===== src/rtl/reb_pkg.sv =====
// Shared types, constants and the full-step quadrature table for the
// rotary encoder / push button decoder. No dependencies.
package reb_pkg;

  // Default width of the press tick counter.
  localparam int unsigned PRESS_COUNT_BITS = 24;

  // Long-press threshold register.
  localparam int unsigned        LptW      = 24;
  localparam logic [LptW-1:0]    LptReset  = LptW'(1000);

  // Register map: register index is paddr[2].
  localparam int unsigned        PaddrW    = 3;
  localparam logic               RegLongPress = 1'b0;
  localparam logic               RegInvert    = 1'b1;

  typedef enum logic [1:0] {
    ROT_NONE = 2'd0,
    ROT_UP   = 2'd1,
    ROT_DOWN = 2'd2
  } rot_ev_e;

  typedef enum logic [1:0] {
    BTN_NONE   = 2'd0,
    BTN_SELECT = 2'd1,
    BTN_LONG   = 2'd2
  } btn_ev_e;

  // Direction tag carried by a table entry.
  localparam logic [1:0] DirNone = 2'b00;
  localparam logic [1:0] DirCw   = 2'b01;
  localparam logic [1:0] DirCcw  = 2'b10;

  typedef struct packed {
    logic [23:0] long_press_ticks;
    logic        invert_direction;
  } cfg_t;

  typedef struct packed {
    logic [1:0] dir;
    logic [2:0] phase;
  } step_t;

  // Full-step table: rows are phases 0..6, columns the pin code {dt, clk}.
  // Bounce walks back toward the start state without a direction tag.
  localparam step_t StepTable [7][4] = '{
    '{'{DirNone, 3'd0}, '{DirNone, 3'd2}, '{DirNone, 3'd4}, '{DirNone, 3'd0}},
    '{'{DirNone, 3'd3}, '{DirNone, 3'd0}, '{DirNone, 3'd1}, '{DirCw,   3'd0}},
    '{'{DirNone, 3'd3}, '{DirNone, 3'd2}, '{DirNone, 3'd0}, '{DirNone, 3'd0}},
    '{'{DirNone, 3'd3}, '{DirNone, 3'd2}, '{DirNone, 3'd1}, '{DirNone, 3'd0}},
    '{'{DirNone, 3'd6}, '{DirNone, 3'd0}, '{DirNone, 3'd4}, '{DirNone, 3'd0}},
    '{'{DirNone, 3'd6}, '{DirNone, 3'd5}, '{DirNone, 3'd0}, '{DirCcw,  3'd0}},
    '{'{DirNone, 3'd6}, '{DirNone, 3'd5}, '{DirNone, 3'd4}, '{DirNone, 3'd0}}
  };

  // Phase 7 is unreachable; decode it as the start state.
  function automatic step_t quad_step(logic [2:0] phase, logic [1:0] pins);
    step_t res;
    if (phase == 3'd7) begin
      res = StepTable[0][pins];
    end else begin
      res = StepTable[phase][pins];
    end
    return res;
  endfunction

endpackage


===== src/rtl/reb_if.sv =====
// Handshake channels for the encoder decoder: sample tick in, events out.
// Depends on reb_pkg for the event types.
interface reb_in_if;
  logic valid;
  logic ready;
  logic clk_level;
  logic dt_level;
  logic switch_level;

  modport source (output valid, clk_level, dt_level, switch_level, input ready);
  modport sink   (input valid, clk_level, dt_level, switch_level, output ready);
endinterface

interface reb_out_if;
  logic             valid;
  logic             ready;
  reb_pkg::rot_ev_e rotate_event;
  reb_pkg::btn_ev_e button_event;
  logic             button_held;

  modport source (output valid, rotate_event, button_event, button_held, input ready);
  modport sink   (input valid, rotate_event, button_event, button_held, output ready);
endinterface


===== src/rtl/rotary_encoder_button_decoder.sv =====
// Top level of the rotary encoder and push button decoder.
// Depends on reb_pkg, reb_in_if/reb_out_if, reb_quad and reb_button.
//
// Channel   | Dir | Payload                                   | Per transfer
// ----------+-----+-------------------------------------------+---------------------
// item_i    | in  | clk_level, dt_level, switch_level         | one sample tick
// result_o  | out | rotate_event, button_event, button_held   | one result per tick
// APB       | in  | paddr 0: long_press_ticks, 4: invert      | register write/read
//
// Cycles: a tick is captured in an input register, stepped through the phase
// table and the button logic, and lands in the result register; one tick is
// taken every cycle while the result side is not stalled.
// Reset: asynchronous, active low; phase at start, switch released, counter
// clear, registers at 1000 ticks and no inversion. No clearing pass.
// Stalls: the result register holds until taken; the input register fills
// behind it, after which item_i.ready drops.
module rotary_encoder_button_decoder #(
  parameter int unsigned PressCountBits = reb_pkg::PRESS_COUNT_BITS
) (
  input  logic                       clk_i,
  input  logic                       rst_ni,
  reb_in_if.sink                     item_i,
  reb_out_if.source                  result_o,
  input  logic                       psel,
  input  logic                       penable,
  input  logic                       pwrite,
  input  logic [reb_pkg::PaddrW-1:0] paddr,
  input  logic [31:0]                pwdata,
  output logic [31:0]                prdata,
  output logic                       pready
);

  // ---------------- configuration registers ----------------
  reb_pkg::cfg_t cfg_q;
  logic          cfg_wr;

  assign pready = 1'b1;
  assign cfg_wr = psel && penable && pwrite;

  always_ff @(posedge clk_i or negedge rst_ni) begin
    if (!rst_ni) begin
      cfg_q.long_press_ticks <= reb_pkg::LptReset;
      cfg_q.invert_direction <= 1'b0;
    end else if (cfg_wr) begin
      unique case (paddr[2])
        reb_pkg::RegLongPress: cfg_q.long_press_ticks <= pwdata[reb_pkg::LptW-1:0];
        reb_pkg::RegInvert:    cfg_q.invert_direction <= pwdata[0];
        default: ;
      endcase
    end
  end

  always_comb begin
    unique case (paddr[2])
      reb_pkg::RegLongPress: prdata = 32'(cfg_q.long_press_ticks);
      reb_pkg::RegInvert:    prdata = 32'(cfg_q.invert_direction);
      default:               prdata = '0;
    endcase
  end

  // ---------------- input register ----------------
  logic       in_valid_q;
  logic [1:0] pins_q;
  logic       sw_q;
  logic       out_free;
  logic       advance;

  // Result slot is free when empty or being taken this cycle.
  assign out_free     = !result_o.valid || result_o.ready;
  assign advance      = in_valid_q && out_free;
  assign item_i.ready = !in_valid_q || advance;

  always_ff @(posedge clk_i or negedge rst_ni) begin
    if (!rst_ni) begin
      in_valid_q <= 1'b0;
    end else if (item_i.ready) begin
      in_valid_q <= item_i.valid;
    end
  end

  always_ff @(posedge clk_i) begin
    if (item_i.ready && item_i.valid) begin
      pins_q <= {item_i.dt_level, item_i.clk_level};
      sw_q   <= item_i.switch_level;
    end
  end

  // ---------------- per-tick logic ----------------
  reb_pkg::rot_ev_e rot_ev;
  reb_pkg::btn_ev_e btn_ev;

  // State in both units moves only when the tick passes into the result slot.
  reb_quad u_quad (
    .clk_i    (clk_i),
    .rst_ni   (rst_ni),
    .step_i   (advance),
    .pins_i   (pins_q),
    .invert_i (cfg_q.invert_direction),
    .event_o  (rot_ev)
  );

  reb_button #(
    .PressCountBits (PressCountBits)
  ) u_button (
    .clk_i       (clk_i),
    .rst_ni      (rst_ni),
    .step_i      (advance),
    .pressed_i   (!sw_q),
    .threshold_i (cfg_q.long_press_ticks),
    .event_o     (btn_ev)
  );

  // ---------------- result register ----------------
  logic             out_valid_q;
  reb_pkg::rot_ev_e rot_q;
  reb_pkg::btn_ev_e btn_q;
  logic             held_q;

  always_ff @(posedge clk_i or negedge rst_ni) begin
    if (!rst_ni) begin
      out_valid_q <= 1'b0;
    end else if (out_free) begin
      out_valid_q <= in_valid_q;
    end
  end

  always_ff @(posedge clk_i) begin
    if (advance) begin
      rot_q  <= rot_ev;
      btn_q  <= btn_ev;
      held_q <= !sw_q;
    end
  end

  assign result_o.valid        = out_valid_q;
  assign result_o.rotate_event = rot_q;
  assign result_o.button_event = btn_q;
  assign result_o.button_held  = held_q;

endmodule


===== src/rtl/reb_quad.sv =====
// Quadrature phase tracker: holds the table state and flags completed detents.
// Depends on reb_pkg.
module reb_quad (
  input  logic             clk_i,
  input  logic             rst_ni,
  input  logic             step_i,
  input  logic [1:0]       pins_i,
  input  logic             invert_i,
  output reb_pkg::rot_ev_e event_o
);

  logic [2:0]     phase_q, phase_d;
  reb_pkg::step_t nxt;

  always_comb begin
    nxt     = reb_pkg::quad_step(phase_q, pins_i);
    phase_d = nxt.phase;
    unique case (nxt.dir)
      reb_pkg::DirCw:  event_o = invert_i ? reb_pkg::ROT_UP : reb_pkg::ROT_DOWN;
      reb_pkg::DirCcw: event_o = invert_i ? reb_pkg::ROT_DOWN : reb_pkg::ROT_UP;
      default:         event_o = reb_pkg::ROT_NONE;
    endcase
  end

  always_ff @(posedge clk_i or negedge rst_ni) begin
    if (!rst_ni) begin
      phase_q <= 3'd0;
    end else if (step_i) begin
      phase_q <= phase_d;
    end
  end

endmodule


===== src/rtl/reb_button.sv =====
// Push switch tracker: press edge, saturating hold counter, long-press flag.
// Depends on reb_pkg.
module reb_button #(
  parameter int unsigned PressCountBits = reb_pkg::PRESS_COUNT_BITS
) (
  input  logic                     clk_i,
  input  logic                     rst_ni,
  input  logic                     step_i,
  input  logic                     pressed_i,
  input  logic [reb_pkg::LptW-1:0] threshold_i,
  output reb_pkg::btn_ev_e         event_o
);

  localparam int unsigned CmpW =
    (PressCountBits > reb_pkg::LptW) ? PressCountBits : reb_pkg::LptW;

  logic                      prev_q, prev_d;
  logic                      fired_q, fired_d;
  logic [PressCountBits-1:0] cnt_q, cnt_d;

  logic                      new_press;
  logic [PressCountBits-1:0] cnt_base, cnt_inc;
  logic                      fired_base;
  logic [reb_pkg::LptW-1:0]  thr;
  logic                      reached;

  always_comb begin
    new_press  = pressed_i && prev_q;
    cnt_base   = new_press ? '0 : cnt_q;
    fired_base = new_press ? 1'b0 : fired_q;
    cnt_inc    = (cnt_base == '1) ? cnt_base : cnt_base + PressCountBits'(1);
    // A zero threshold acts as one.
    thr        = (threshold_i == '0) ? reb_pkg::LptW'(1) : threshold_i;
    reached    = CmpW'(cnt_inc) >= CmpW'(thr);
    prev_d     = !pressed_i;
    event_o    = reb_pkg::BTN_NONE;
    if (pressed_i) begin
      cnt_d   = cnt_inc;
      fired_d = fired_base;
      if (!fired_base && reached) begin
        fired_d = 1'b1;
        event_o = reb_pkg::BTN_LONG;
      end
    end else begin
      cnt_d   = '0;
      fired_d = fired_q;
      if (!prev_q && !fired_q) begin
        event_o = reb_pkg::BTN_SELECT;
      end
    end
  end

  always_ff @(posedge clk_i or negedge rst_ni) begin
    if (!rst_ni) begin
      prev_q  <= 1'b1;
      fired_q <= 1'b0;
      cnt_q   <= '0;
    end else if (step_i) begin
      prev_q  <= prev_d;
      fired_q <= fired_d;
      cnt_q   <= cnt_d;
    end
  end

endmodule


===== src/flat_wrapper.sv =====
// flat-port wrapper written by rule: the top's interface ports become plain ports
module rotary_encoder_button_decoder_flat 
#(
  parameter int unsigned PressCountBits = reb_pkg::PRESS_COUNT_BITS
)
  (clk_i, rst_ni, psel, penable, pwrite, paddr, pwdata, prdata, pready, item_i_valid, item_i_clk_level, item_i_dt_level, item_i_switch_level, item_i_ready, result_o_valid, result_o_rotate_event, result_o_button_event, result_o_button_held, result_o_ready);
  reb_in_if item_i_i ();
  reb_out_if result_o_i ();
  input  logic clk_i;
  input  logic rst_ni;
  input  logic psel;
  input  logic penable;
  input  logic pwrite;
  input  logic [reb_pkg::PaddrW-1:0] paddr;
  input  logic [31:0] pwdata;
  output logic [31:0] prdata;
  output logic pready;
  input wire logic [$bits(item_i_i.valid)-1:0] item_i_valid;
  input wire logic [$bits(item_i_i.clk_level)-1:0] item_i_clk_level;
  input wire logic [$bits(item_i_i.dt_level)-1:0] item_i_dt_level;
  input wire logic [$bits(item_i_i.switch_level)-1:0] item_i_switch_level;
  output wire logic [$bits(item_i_i.ready)-1:0] item_i_ready;
  output wire logic [$bits(result_o_i.valid)-1:0] result_o_valid;
  output wire logic [$bits(result_o_i.rotate_event)-1:0] result_o_rotate_event;
  output wire logic [$bits(result_o_i.button_event)-1:0] result_o_button_event;
  output wire logic [$bits(result_o_i.button_held)-1:0] result_o_button_held;
  input wire logic [$bits(result_o_i.ready)-1:0] result_o_ready;
  assign item_i_i.valid = item_i_valid;
  assign item_i_i.clk_level = item_i_clk_level;
  assign item_i_i.dt_level = item_i_dt_level;
  assign item_i_i.switch_level = item_i_switch_level;
  assign item_i_ready = item_i_i.ready;
  assign result_o_valid = result_o_i.valid;
  assign result_o_rotate_event = result_o_i.rotate_event;
  assign result_o_button_event = result_o_i.button_event;
  assign result_o_button_held = result_o_i.button_held;
  assign result_o_i.ready = result_o_ready;
  rotary_encoder_button_decoder #(.PressCountBits(PressCountBits)) u_core (.clk_i(clk_i), .rst_ni(rst_ni), .item_i(item_i_i), .result_o(result_o_i), .psel(psel), .penable(penable), .pwrite(pwrite), .paddr(paddr), .pwdata(pwdata), .prdata(prdata), .pready(pready));
endmodule

===== config.mk =====
export PLATFORM = sky130hd
export DESIGN_NAME = rotary_encoder_button_decoder_flat
export DESIGN_NICKNAME = d
export VERILOG_FILES = /design/src/rtl/reb_pkg.sv /design/src/rtl/reb_if.sv /design/src/rtl/rotary_encoder_button_decoder.sv /design/src/rtl/reb_quad.sv /design/src/rtl/reb_button.sv /design/src/flat_wrapper.sv
export SDC_FILE = /design/constraint.sdc
export NUM_CORES = 1
export LEC_CHECK = 0
export ABC_AREA = 1
export BUFFER_PORTS_ARGS = -buffer_cell sky130_fd_sc_hd__buf_2
export CELL_PAD_IN_SITES_DETAIL_PLACEMENT = 1
export CELL_PAD_IN_SITES_GLOBAL_PLACEMENT = 1
export CORE_MARGIN = 1.5
export CORE_UTILIZATION = 43
export DETAILED_ROUTE_END_ITERATION = 8
export PLACE_DENSITY_LB_ADDON = 0.2
export SLEW_MARGIN = 5
export SYNTH_ARGS = -nofsm -noshare
export SYNTH_HDL_FRONTEND = slang
export SYNTH_SLANG_ARGS = --single-unit

===== constraint.sdc =====
create_clock -name clk_i -period 6.7 [get_ports clk_i]
set_clock_uncertainty 0.05 [all_clocks]
set_input_delay 0 -clock clk_i [delete_from_list [all_inputs] [get_ports clk_i]]
set_output_delay 0 -clock clk_i [all_outputs]
set_load 0.1 [all_outputs]

[After elaboration in Yosys (flattened, before gate mapping)]
Memories as Yosys holds them, arrays and structs flattened.
Cells that the tools add are included.
Storage, ports and cells
  register bits: 64
  bits in latches: 0
  RAM bits: 0
  memory bits (read-only): 160
  input bits: 45
  output and inout bits: 40
  word-level logic and storage cells: 67
  memories: 1
Memory list
  (no name shown): depth 8, bits a word 20, rd ports 1, clocked after Yosys merged registers in 0, write ports 0, line reb_pkg.sv:62  | res = StepTable[phase][pins];
Cells by class
  add/sub/neg operators: 1
  $mul: 0
  divide/modulo/power cells: 0
  $lt $le $gt $ge: 3
  eq/ne operators: 4
  shift operators: 0
  muxes and demuxes: 22
  bitwise operators: 4
  reductions and logical operators: 19
Operators with widths (count)
  $mux 24: 4
  $pmux 32 s2: 1
  $mux 20: 2
  $mux 5: 5
  $add 24x1->24 const B: 1
  $eq 24x24->1 const B: 1
  $ge 24x24->1: 1
  $logic_not 24->1: 1
  $bmux 5 s2: 2
  $mux 2: 4
  $logic_and 1x1->1: 7
  $logic_not 1->1: 6
  $reduce_and 2->1: 3
  $ge 4x4->1 const B: 1
  $not 3->4: 1
  $pmux 2 s2: 1
  $eq 3x3->1 const B: 1
  $ge 3x3->1 const B: 1
  $mux 1: 3
  $not 2->3: 1
  $eq 2x1->1 const B: 1
  $eq 2x2->1 const B: 1
  $logic_or 1x1->1: 2
  $not 1->1: 2

[Depth between registers and ports, before layout]
  depth after elaboration: 10
  mapped depth: 26

[By module]
From an unflattened synthesis, not the netlist that was laid out.
Unflattened totals
  cells, all modules: 681
  area total of the unflattened synthesis: 4912.2 µm²
By module, submodules not included
  reb_button: instances 1, cells an instance 431, area an instance 2879.0 µm²
  rotary_encoder_button_decoder: instances 1, cells an instance 195, area an instance 1717.9 µm²
  reb_quad: instances 1, cells an instance 55, area an instance 315.3 µm²

[Worst setup path after synthesis]
Ideal clock, no wire load.
  kind: reg2reg
  start: reg u_core.sw_q
  end: reg u_core.btn_q[1], in the netlist u_core.result_o.button_event[1] (data pin)
  arrival time: 3.000 ns
  path slack: 3.388 ns
  cell stages (with the launch flop): 23
  path buffers: 4
  cell sequence: edfxtp_1 -> inv_2 -> nand2_4 -> buf_8 -> buf_4 -> buf_2 -> nand2_1 -> inv_1 -> ha_1 -> nand4_1 -> inv_1 -> nand2_1 -> nor2_2 -> nand3_2 -> buf_6 -> o21a_1 -> ha_1 -> nand4_1 -> nor2_1 -> nor3_1 -> nand3_1 -> nand2_1 -> a21oi_1
On the way
  word-level cells in the longest chain between the ends: 9
RTL lines
  start: declaration: line rotary_encoder_button_decoder.sv:64  | logic sw_q;
  start signal: assignment: line rotary_encoder_button_decoder.sv:84  | sw_q <= item_i.switch_level;
  $logic_not 1->1 (*): line rotary_encoder_button_decoder.sv:108  | .pressed_i (!sw_q),
  net u_core.u_button.pressed_i: line reb_button.sv:9  | input logic pressed_i,
  $logic_and 1x1->1 (*): line reb_button.sv:28  | new_press = pressed_i && prev_q;
  $mux 24: line reb_button.sv:29  | cnt_base = new_press ? '0 : cnt_q;
  $add 24x1->24 or $eq 24x24->1 (tied branches): line reb_button.sv:31  | cnt_inc = (cnt_base == '1) ? cnt_base : cnt_base + PressCountBits'(1);
  $mux 24: line reb_button.sv:31
  $ge 24x24->1: line reb_button.sv:34  | reached = CmpW'(cnt_inc) >= CmpW'(thr);
  $logic_and 1x1->1 (*): line reb_button.sv:40  | if (!fired_base && reached) begin
  $mux 2 (*): line reb_button.sv:40
  $mux 2 (*): line reb_button.sv:37  | if (pressed_i) begin
  end signal: assignment: line rotary_encoder_button_decoder.sv:130  | btn_q <= btn_ev;
  end: declaration: line rotary_encoder_button_decoder.sv:116  | reb_pkg::btn_ev_e btn_q;
Mark *: on every way through the listed nets, which the timed path passes. The rest lies on a longest branch.
A chain may end at the register's enable or synchronous reset.

[Final worst setup path]
Ends and elaborated chain as after synthesis.

==> summary.md <==
| Metric | Value |
|---|---|
| Register bit total from synthesis | `64` |
| Max Freq | `about 220 MHz` |
| Initial antenna violation count | `0` |
| Yosys cell types | `41` |
| Minimum clock period after layout | `4.62 ns` |
| Chip height | `104 um` |
| # IOs | `85` |
| Critical Path AT | `about 4.7 ns` |
| Worst slew margin | `0.355` |
| Post-DP HPWL | `9.39 mm` |
| Max Cap Viol | `0` |
| Nets@finish | `772` |
| Num CTS Buffers | `9` |
| Fraction of layout cells with a size suffix above 1 | `0.172` |
| Final WL | `14.4 mm` |
| Setup tns final | `0 ns` |
| FFs w/ async S/R, synth | `0.875` |
| Critical path capture point type | `register` |
| Worst-Margin Slew | `about 0.96 ns` |
| CP Launch Type | `register` |
| Vias per cell | `5.30` |
| Final period utilization | `0.689` |
| Leakage | `0.00272 uW` |
| CP Class | `reg -> reg` |
| CTS max path bufs | `2` |
| Placer Congestion | `0.823` |
| Status | `complete, no violations` |
| Final Cell Area | `5310 um^2` |
| Main synth FF type | `dfrtp_1` |
| R2R depth | `17` |
| Most used cell, CP | `nand2_1` |
| Sequential area share after synthesis | `0.376` |
| Ant. Diodes | `0` |
| Unrepaired setup endpoints after global routing | `no` |
| Hold WS | `0.299 ns` |
| Final setup viols | `0` |
| Initial core utilization | `0.447` |
| Htree depth | `3` |
| PwrDens | `253 nW/um^2` |
| Via count of the first global-routing pass | `4,710` |
| Largest net degree at the start of global routing | `57` |
| Worst Path Required | `6.76 ns` |
| Area after DPL | `4760 um^2` |
| Worst-path clk slew | `~0.08 ns` |
| Die X | `104 um` |
| Placed Cells | `789` |
| Avg Cell Area, Syn | `approximately 7.2 um^2` |
| CTS tree | `built` |
| Clk sinks | `64` |
| Syn. warnings | `0` |
| Aggregate global-route resource usage | `0.276` |
| Crit path max-delay cell type | `nand3_2` |
| Routed len/inst | `17.2 um` |
| Rows | `36` |
| Drt drc | `0` |
| Root Driver | `clkbuf_8` |
| First-pass GRT wire length | `23.4 mm` |
| FF-to-FF setup slack | `2.08 ns` |
| Crit path capture | `u_core.result_o.button_event[1]` |
| Worst r2r dst | `u_core.result_o.button_event[1]` |
| Most frequent cells in the layout | `nand2_1, nor2_1, buf_2` |
| Post-DRT Antenna Nets | `0` |
| GR Overflow Total | `0` |
| Area delta synth->final | `21.0%` |
| Critical path launch point | `u_core.sw_q` |
| HP Class | `in -> async` |
| Core region area | `roughly 9800 um^2` |
| Initial DRT Pass Iterations | `4` |
| Commonest non-fill, non-tap cell in the layout | `nand2_1` |
| Synth Cell Area | `4390 um^2` |
| Port buffer count | `65` |
| Crit path largest cell delay | `0.54 ns` |
| Critical-path maximum fanout | `40` |
| VDD IR max | `168 uV` |
| Worst-Skew Late Latency | `0.36 ns` |
| Worst R2R Start | `u_core.sw_q` |
| Die footprint | `10,800 um^2` |
| Post-CTS Setup Inserts | `0` |
| Final Hold Viols | `0` |
| Starting DRC count in detailed routing | `123` |
| Critical-path cell list | `inv_2, nand2_4, nand2_1, inv_1, ha_1, nand4_1, inv_1, nand2_1, nor2_2, nand3_2, nand2_1, ha_1, a21oi_1, o21a_1, nand2_1, a21oi_1, a21oi_1` |
| Fin. max-slew vios | `0` |
| Vias | `approximately 4,400` |
| Post-Syn Instances | `slightly above 600` |
| Number of flops mapped to enable cells by yosys | `8` |
| Non-Filler Instances | `838` |
[final cells by class]
| type | count | area [um^2] |
|---|---|---|
| timing repair buffer | 101 | 678 |
| tap | 133 | 166 |
| clock inverter | 5 | 61.3 |
| clock buffer | 11 | 163 |
| sequential | 64 | 1650 |
| fill | 1299 | 4510 |
| multi-input combinational | 458 | 2340 |
| inverter | 66 | 248 |
[kinds of logic (layout without fill, tap and decap cells)]
group	count (synthesis)	in the layout	share of synthesized area
adders and majority gates	27	27	0.0770
DFF	64	64	0.376
and+or+nand+nor	347	347	0.348
AOI/OAI and AO/OA	62	62	0.0755
buffers and inverters	93	183	0.0961
xor gates and xnor gates	13	13	0.0259
other	2	9	0.00171
[worst min path at each step]
stage / startpoint / endpoint / cells after the start
CTS: item_i_switch_level / u_core.sw_q / 2
finish: rst_ni / u_core.cfg_q[17] / 3
global route: item_i_clk_level / u_core.pins_q[0] / 2
global placement: item_i_dt_level / u_core.pins_q[1] / 1
floorplan: rst_ni / u_core.cfg_q[0] / 0
detailed placement: item_i_switch_level / u_core.sw_q / 1
[cell usage after synthesis, drive strengths merged, types with 7 or more instances]
cell type / instances / share of area
ha: 27 / 0.077
inv: 64 / 0.055
nand2: 176 / 0.16
nor2: 99 / 0.090
dfrtp: 49 / 0.28
nor3: 7 / 0.010
clkbuf: 11 / 0.0094
a21oi: 39 / 0.044
edfxtp: 8 / 0.055
nor4: 7 / 0.010
xor2: 10 / 0.020
nand4: 10 / 0.014
dfstp: 7 / 0.042
buf: 16 / 0.030
nand3: 43 / 0.055
o21ai: 13 / 0.015
[report_power, final]
part           total, uW  internal, uW  switching (uW)
sequential           480           448            31.9
clock                383           206             177
combinational        482          99.1             383
total               1340           753             591
[per-layer routing]
layer,track usage,up-vias,share of wire
li1,-,2118,-
met1,0.335,2205,0.43
met2,0.494,99,0.51
met3,0.0545,21,0.039
met4,0.0804,0,0.018
met5,0,-,0
[critical path: cells and delay by family (launching register included)]
kind	cells	cell delay (ns)
simple gates	8	2.09
fa+ha+maj	2	0.66
compound gates	4	0.62
buf+inv	3	0.53
flops	1	0.40
[state kept, by name (all words and copies together), names as in the netlist]
signal and flops:
u_core.cfg_q 25, u_core.u_button.cnt_q 24, u_core.u_quad.phase_q 3, u_core.pins_q 2, u_core.result_o.button_event 2, u_core.result_o.rotate_event 2, u_core.in_valid_q 1, u_core.result_o.button_held 1
u_core.result_o.valid 1, u_core.sw_q 1, u_core.u_button.fired_q 1, u_core.u_button.prev_q 1
[per-stage QoR]
step | total power, uW | util | setup slack [ns]
after floorplan | 853 | - | 3.39
after global placement | 920 | 0.484 | 2.25
after CTS | 1340 | 0.541 | 2.10
after global routing | 1400 | 0.541 | 1.78
final | 1340 | 0.541 | 2.08
after detailed placement | 939 | 0.484 | 2.14
[repair_timing]
action                    in CTS  in global routing
hold endpoints to repair      82                  0
resized for setup              0                  0
hold buffers                  33                  0
Note: power is estimated with default switching activity, not from simulation.
